[src/hdl/bfic_pkg.sv]
// ---------------------------------------------------------------------------
// bfic_pkg: shared types and constants for the credit-tracked byte FIFO
// Command and result beat layouts, opcodes and default sizing.
// ---------------------------------------------------------------------------
package bfic_pkg;

	localparam int unsigned DEFAULT_RING_DEPTH = 1024;
	localparam int unsigned COUNT_W            = 11;
	localparam int unsigned BYTE_W             = 8;
	localparam int unsigned OPCODE_W           = 3;
	localparam logic [COUNT_W-1:0] LIMIT_RESET = 11'd1024;

	typedef enum logic [OPCODE_W-1:0] {
		OP_PUSH    = 3'd0,
		OP_BATCH   = 3'd1,
		OP_POP     = 3'd2,
		OP_CONSUME = 3'd3,
		OP_RESET   = 3'd4
	} opcode_t;

	typedef struct packed {
		logic [OPCODE_W-1:0] opcode;
		logic [BYTE_W-1:0]   data_byte;
		logic [COUNT_W-1:0]  consume_count;
	} cmd_t;

	typedef struct packed {
		logic                ok;
		logic [BYTE_W-1:0]   read_byte;
		logic [COUNT_W-1:0]  inflight_count;
		logic [COUNT_W-1:0]  inflight_peak;
		logic [COUNT_W-1:0]  ring_fill;
		logic [COUNT_W-1:0]  ring_peak;
		logic                demand;
	} rsp_t;

endpackage

[src/hdl/bfic_ctrl.sv]
// ---------------------------------------------------------------------------
// bfic_ctrl: pointers, credit and occupancy counters, result register
// Decodes one command beat per cycle, drives the ring port, builds results.
// ---------------------------------------------------------------------------
module bfic_ctrl import bfic_pkg::*; #(
	parameter int unsigned RING_DEPTH = DEFAULT_RING_DEPTH,
	localparam int unsigned AW = $clog2(RING_DEPTH),
	localparam int unsigned CW = $clog2(RING_DEPTH + 1),
	localparam int unsigned LW = (CW > COUNT_W) ? CW : COUNT_W
) (
	input  logic               clk,
	input  logic               arst_n,
	input  logic               cmd_valid,
	input  cmd_t               cmd,
	input  logic               limit_we,
	input  logic [COUNT_W-1:0] limit_wdata,
	output logic               mem_we,
	output logic [AW-1:0]      mem_waddr,
	output logic [BYTE_W-1:0]  mem_wdata,
	output logic               mem_re,
	output logic [AW-1:0]      mem_raddr,
	input  logic [BYTE_W-1:0]  mem_rdata,
	output logic               done,
	output rsp_t               rsp
);

	localparam logic [LW-1:0] DEPTH_L = LW'(RING_DEPTH);
	localparam logic [CW-1:0] DEPTH_C = CW'(RING_DEPTH);
	localparam logic [AW-1:0] LAST_A  = AW'(RING_DEPTH - 1);

	logic [COUNT_W-1:0] limit_q;
	logic [AW-1:0]      rd_ptr_q, wr_ptr_q, rd_ptr_n, wr_ptr_n;
	logic [CW-1:0]      occ_q, occ_n, rpeak_q, rpeak_n;
	logic [CW-1:0]      credits_q, credits_n, ipeak_q, ipeak_n;
	logic [CW-1:0]      reserved;
	logic [LW-1:0]      eff_limit, cap;
	logic               ok_n, pop_ok_n;

	logic                done_s1, ok_s1, pop_ok_s1, demand_s1;
	logic [COUNT_W-1:0]  credits_s1, ipeak_s1, occ_s1, rpeak_s1;

	always_comb begin
		eff_limit = (LW'(limit_q) > DEPTH_L) ? DEPTH_L : LW'(limit_q);
		cap       = (cmd.opcode == OP_PUSH) ? DEPTH_L : eff_limit;
		reserved  = credits_q + CW'(1);

		rd_ptr_n  = rd_ptr_q;
		wr_ptr_n  = wr_ptr_q;
		occ_n     = occ_q;
		rpeak_n   = rpeak_q;
		credits_n = credits_q;
		ipeak_n   = ipeak_q;
		ok_n      = 1'b0;
		pop_ok_n  = 1'b0;
		mem_we    = 1'b0;
		mem_re    = 1'b0;

		if (cmd_valid) begin
			unique case (cmd.opcode)
				OP_PUSH, OP_BATCH: begin
					if (LW'(credits_q) < cap) begin
						// the peak sees the reserved credit even if the ring is full
						if (reserved > ipeak_q) begin
							ipeak_n = reserved;
						end
						if (occ_q != DEPTH_C) begin
							credits_n = reserved;
							mem_we    = 1'b1;
							wr_ptr_n  = (wr_ptr_q == LAST_A) ? '0 : wr_ptr_q + AW'(1);
							occ_n     = occ_q + CW'(1);
							if (occ_n > rpeak_q) begin
								rpeak_n = occ_n;
							end
							ok_n = 1'b1;
						end
					end
				end
				OP_POP: begin
					if (occ_q != '0) begin
						mem_re   = 1'b1;
						rd_ptr_n = (rd_ptr_q == LAST_A) ? '0 : rd_ptr_q + AW'(1);
						occ_n    = occ_q - CW'(1);
						ok_n     = 1'b1;
						pop_ok_n = 1'b1;
					end
				end
				OP_CONSUME: begin
					if (LW'(cmd.consume_count) <= LW'(credits_q)) begin
						credits_n = CW'(LW'(credits_q) - LW'(cmd.consume_count));
						ok_n      = 1'b1;
					end
				end
				OP_RESET: begin
					rd_ptr_n  = '0;
					wr_ptr_n  = '0;
					occ_n     = '0;
					rpeak_n   = '0;
					credits_n = '0;
					ipeak_n   = '0;
				end
				default: begin
				end
			endcase
		end
	end

	assign mem_waddr = wr_ptr_q;
	assign mem_wdata = cmd.data_byte;
	assign mem_raddr = rd_ptr_q;

	always_ff @(posedge clk or negedge arst_n) begin
		if (!arst_n) begin
			limit_q   <= LIMIT_RESET;
			rd_ptr_q  <= '0;
			wr_ptr_q  <= '0;
			occ_q     <= '0;
			rpeak_q   <= '0;
			credits_q <= '0;
			ipeak_q   <= '0;
			done_s1   <= 1'b0;
		end else begin
			if (limit_we) begin
				limit_q <= limit_wdata;
			end
			rd_ptr_q  <= rd_ptr_n;
			wr_ptr_q  <= wr_ptr_n;
			occ_q     <= occ_n;
			rpeak_q   <= rpeak_n;
			credits_q <= credits_n;
			ipeak_q   <= ipeak_n;
			done_s1   <= cmd_valid;
		end
	end

	// result fields are masked to the port width
	always_ff @(posedge clk) begin
		if (cmd_valid) begin
			ok_s1      <= ok_n;
			pop_ok_s1  <= pop_ok_n;
			credits_s1 <= COUNT_W'(LW'(credits_n));
			ipeak_s1   <= COUNT_W'(LW'(ipeak_n));
			occ_s1     <= COUNT_W'(LW'(occ_n));
			rpeak_s1   <= COUNT_W'(LW'(rpeak_n));
			demand_s1  <= LW'(credits_n) < eff_limit;
		end
	end

	assign done               = done_s1;
	assign rsp.ok             = ok_s1;
	assign rsp.read_byte      = pop_ok_s1 ? mem_rdata : '0;
	assign rsp.inflight_count = credits_s1;
	assign rsp.inflight_peak  = ipeak_s1;
	assign rsp.ring_fill      = occ_s1;
	assign rsp.ring_peak      = rpeak_s1;
	assign rsp.demand         = demand_s1;

endmodule

[config.mk]
export PLATFORM = sky130hd
export DESIGN_NAME = bfic_ctrl
export DESIGN_NICKNAME = d
export VERILOG_FILES = /design/src/hdl/bfic_pkg.sv /design/src/hdl/bfic_ctrl.sv
export SDC_FILE = /design/constraint.sdc
export NUM_CORES = 1
export LEC_CHECK = 0
export ABC_AREA = 1
export BUFFER_PORTS_ARGS = -buffer_cell sky130_fd_sc_hd__buf_2
export CAP_MARGIN = 20
export CORE_ASPECT_RATIO = 1.2
export CORE_MARGIN = 2
export CORE_UTILIZATION = 55
export DETAILED_ROUTE_END_ITERATION = 8
export PLACE_DENSITY = 0.89
export SYNTH_ARGS = -nofsm -noshare
export SYNTH_HDL_FRONTEND = slang
export SYNTH_SLANG_ARGS = --single-unit
[constraint.sdc]
create_clock -name clk -period 6.2 [get_ports clk]
set_input_delay 1.55 -clock clk [delete_from_list [all_inputs] [get_ports clk]]
set_output_delay 1.55 -clock clk [all_outputs]
set_load 0.02 [all_outputs]
==> run summary <==
The post-route netlist has 19.68% of its cells at a drive strength greater than 1. The simple-gate share of the synthesized area was 17.40%; the number of nets produced by synthesis was 990. The die covers 15010 sq um. The clock sink count came out at 123. The cell type contributing the most total cell area after synthesis is sky130_fd_sc_hd__dfrtp_1. Entering global routing, the biggest net connects 77 pins. The count of nets left with antenna violations once routing finished came out at 0.

Proportion of synthesized area in mux cells: 1.312%. For this block, the routed nets add up to 19.50 mm of wire. The number of DRC violations after detailed routing is 0, and the cell depth of the worst min-delay path is 2. The run gives 0 as the overflow left after global routing. The first global-routing pass estimated 31.26 mm of wire.

In the routed layout, each cell is associated on average with a via count of 5.861. The share of async-settable or async-resettable flops after synthesis was 61.79%; the maximum clock insertion buffer count was 2. Across the run, the number of max-cap violations was 0. The number of flops mapped to enable cells by yosys was 47.

The slew at the pin closest to its max-slew limit works out to 1.003 ns. The startpoint identified for the worst register-to-register timing path is limit_q[8]. For the total instance count after detailed placement, the log shows 1140. The worst setup path is launched from an input pin. The count of buffers inserted at the top-level ports came out at 113.

The run gives 177.0 MHz as the maximum frequency from static timing analysis. The final critical path takes up 91.11% of the cycle. Routability-driven placement finished with a final weighted congestion of 0.9613. The share of the synthesized area in compound gates (AO/OA/AOI/OAI) was 16.38%.

The clock reaches the later pin of the worst-skew pair after 0.43 ns. The number of buffers created by CTS was 17; the detailed-placement wirelength estimate was 14.12 mm. The die is 133.8 um tall.

Row generation in the floorplan step produced 47 rows. In this run, flip-flops and latches consume 33.8% of the power. Summed over all failing endpoints, the final setup total negative slack is 0 ns. The flow ran to the end, and the final reports show no timing, DRC or antenna violations. For this run, the number of standard cells in the final layout without fillers is 1172.

In this run, post-CTS hold repair placed 0 buffers. The headroom to the max-slew limit is 33.10%, and the synthesized area per cell is 8.716 sq um. The share of the Yosys chip area taken by registers is 42.92%. The switching part of the total is 40.38%. Summing the areas of all xor and xnor instances in the mapped netlist gives 3.176% of the synthesized area.

Number of antenna violations at the first check in global routing: 0. Flip-flop cell with the highest count after synthesis: sky130_fd_sc_hd__dfrtp_1. The commonest cells after synthesis are sky130_fd_sc_hd__nand2_1, sky130_fd_sc_hd__inv_1, sky130_fd_sc_hd__dfrtp_1.

The final count of negative-setup-slack endpoints came out at 0. The tools report the start point of the critical path as cmd[20]. TritonCTS built the clock tree. Worst hold-check path type: reg -> reg. Subtracting the final worst setup slack from the clock period gives 5.649 ns. STA puts the critical path data arrival time at 4.10 ns. The clock tree synthesis step divided the H-tree into 4 levels. The logs give 13760 sq um for the core box area and 0.01144 ns for the final clock skew.

In this run the worst path has a maximum fanout of 14. The logs give 4.65 ns for the required time of the worst setup path and 1.507 mW for the net switching power. At the end of the flow the core is filled with cells to 64.78%. The most repeated cell in the gate-level netlist after synthesis is sky130_fd_sc_hd__nand2_1. Largest vdd supply drop: 0.2454 mV. The clock slew at the register clock pins of the worst setup and hold paths works out to 0.06 ns. The internal portion of the total power is 2.225 mW.

For this run, the total global-route usage over all layers was measured as 26.21%. In this run the most critical hold path is launched from mem_raddr[1]. In the post-synthesis netlist, the biggest area contributors are sky130_fd_sc_hd__dfrtp_1, sky130_fd_sc_hd__edfxtp_1, sky130_fd_sc_hd__ha_1, sky130_fd_sc_hd__nand2_1, sky130_fd_sc_hd__inv_1. The analysis attributes to cell leakage a power of 4.272 nW. The number of antenna diodes in the final layout is 0. By startpoint and endpoint, the worst setup path is classified as in -> out. Root cell of the clock tree: sky130_fd_sc_hd__clkbuf_16. The number of gates resized after CTS was 0. The dominant combinational cell family by area after synthesis is simple AND/OR/NAND/NOR gates.

Relative to the synthesized area, the layout overhead comes to 15.42%. The initial standard-cell utilization of the core was 56.12%; the cell count of the worst reg-to-reg path was 20. The top-area cell type share of the netlist area was 24.30%. The total number of vias came out at 6869. The power density over cell area came out at 418.7 nW/um^2.

The via count of the first global-routing pass is 6419, and the power share of the clock group is 27.1%. The total power draw was 3.732 mW; the adder and majority cell fraction of the synthesized area was 9.657%. The tools report the number of warning messages in the yosys log as 0. The die width came out at 112.2 um. The post-synthesis sequential element count was 123; the number of nets in the finished design was 1092. Setup repair after global routing left no endpoint under its margin. The first detailed-routing pass took 5 iterations. After detailed routing, the average wire length per cell comes to 16.64 um. The number of slew-limit violations in the final report was 0; the relative contribution of combinational cells to total power was 39.1%. The mapped netlist covers 7722 sq um. The number of violations reported at the end of detailed-routing iteration 0 came out at 517.

The hold violation count in the final report is 0, and the number of top-level design ports is 130. The netlist uses 57 different library cells. The run gives 886 as the cell count after synthesis. The tools report the endpoint kind of the worst setup timing path as a primary output. Once the clock tree was built, the setup fixing pass inserted 0 buffers.
-- power by group through the flow --
stage                     clock network, mW  logic, mW  registers [mW]
after floorplan                           0      0.957            1.36
after global placement                    0       1.37            1.26
after detailed placement                  0       1.43            1.27
after CTS                              1.02       1.45            1.26
after global routing                   1.05       1.62            1.28
final                                  1.01       1.46            1.26
-- area by class of cell --
class	instances	area, sq um
Clock buffer	20	446.7
Clock inverter	12	147.6
Fill cell	1107	4847
Inverter	134	506.7
Multi-Input combinational cell	597	3701
Sequential cell	123	3314
Tap cell	171	214.0
Timing Repair Buffer	115	583.1
-- placed cells by master, fill, tap and decap left out, types with 7 or more instances in the layout --
cell type	instances
sky130_fd_sc_hd__a22oi_1	14
sky130_fd_sc_hd__nand4_1	11
sky130_fd_sc_hd__dfrtp_1	75
sky130_fd_sc_hd__nor3_1	10
sky130_fd_sc_hd__o211ai_1	17
sky130_fd_sc_hd__o21ai_0	46
sky130_fd_sc_hd__o22ai_1	13
sky130_fd_sc_hd__inv_2	12
sky130_fd_sc_hd__o21ai_1	12
sky130_fd_sc_hd__clkbuf_16	17
sky130_fd_sc_hd__inv_1	120
sky130_fd_sc_hd__edfxtp_1	47
sky130_fd_sc_hd__nand3_1	42
sky130_fd_sc_hd__mux2_2	9
sky130_fd_sc_hd__xnor2_1	7
sky130_fd_sc_hd__nor2_1	57
sky130_fd_sc_hd__buf_2	112
sky130_fd_sc_hd__ha_1	58
sky130_fd_sc_hd__a21oi_1	66
sky130_fd_sc_hd__a31oi_1	8
sky130_fd_sc_hd__xor2_1	21
sky130_fd_sc_hd__nand2_1	146
-- critical path, cell delays in order --
cell,delay [ns]
sky130_fd_sc_hd__buf_2,0.12
sky130_fd_sc_hd__inv_2,0.07
sky130_fd_sc_hd__nand2_2,0.23
sky130_fd_sc_hd__nor2_1,0.31
sky130_fd_sc_hd__inv_1,0.19
sky130_fd_sc_hd__nand3_1,0.12
sky130_fd_sc_hd__ha_1,0.25
sky130_fd_sc_hd__a21oi_1,0.14
sky130_fd_sc_hd__o21ai_0,0.09
sky130_fd_sc_hd__a21oi_1,0.29
sky130_fd_sc_hd__nand2_4,0.14
sky130_fd_sc_hd__nor2_4,0.14
sky130_fd_sc_hd__nand2_4,0.12
sky130_fd_sc_hd__nor2_1,0.14
sky130_fd_sc_hd__buf_2,0.18
-- cell families (layout without fill, tap and decap cells) --
group | after synthesis | after routing
flip-flops | 123 | 123
XOR/XNOR | 28 | 28
AO/OA/AOI/OAI | 206 | 206
multiplexers | 9 | 9
AND/OR/NAND/NOR | 295 | 295
adder cells (fa/ha/maj) | 59 | 59
buffers and inverters | 166 | 281
-- path summary, 6_finish.rpt --
kind	end	slack, ns
setup reg to reg	demand_s1	1.93
max in group asynchronous	ipeak_q[5]	4.26
setup / recovery	mem_we	0.55
hold / removal	mem_raddr[1]	0.55
min in group asynchronous	mem_waddr[1]	1.28
hold reg to reg	mem_raddr[1]	0.55
-- per-stage QoR --
| step | instance area [sq um] | setup slack [ns] | hold slack, ns |
|---|---|---|---|
| 6_report | 8914 | 0.5514 | 0.5527 |
| 5_1_grt | 8914 | 0.3572 | 0.5901 |
| 4_1_cts | 8914 | 0.6207 | 0.5449 |
| 3_5_place_dp | 8319 | 0.6515 | 0.5333 |
| 3_3_place_gp | 8319 | 0.7152 | 0.5245 |
| 2_1_floorplan | 7722 | 1.305 | 0.5019 |
-- state kept, by name, summed over array words and instances (netlist names) --
name        count
demand_s1       1
pop_ok_s1       1
occ_s1         11
done            1
ok_s1           1
credits_q      11
limit_q        11
mem_waddr      10
ipeak_s1       11
mem_raddr      10
rpeak_s1       11
credits_s1     11
rpeak_q        11
occ_q          11
ipeak_q        11
-- routing by layer --
metal / up-vias / track usage (%) / share of wire, %
met5: - / 0 / 0
li1: 3245 / - / -
met4: 0 / 10.84 / 2.8
met1: 3230 / 31.47 / 37
met2: 347 / 46.25 / 51
met3: 47 / 5.016 / 8.4
Power figures use the tool's default switching activity.
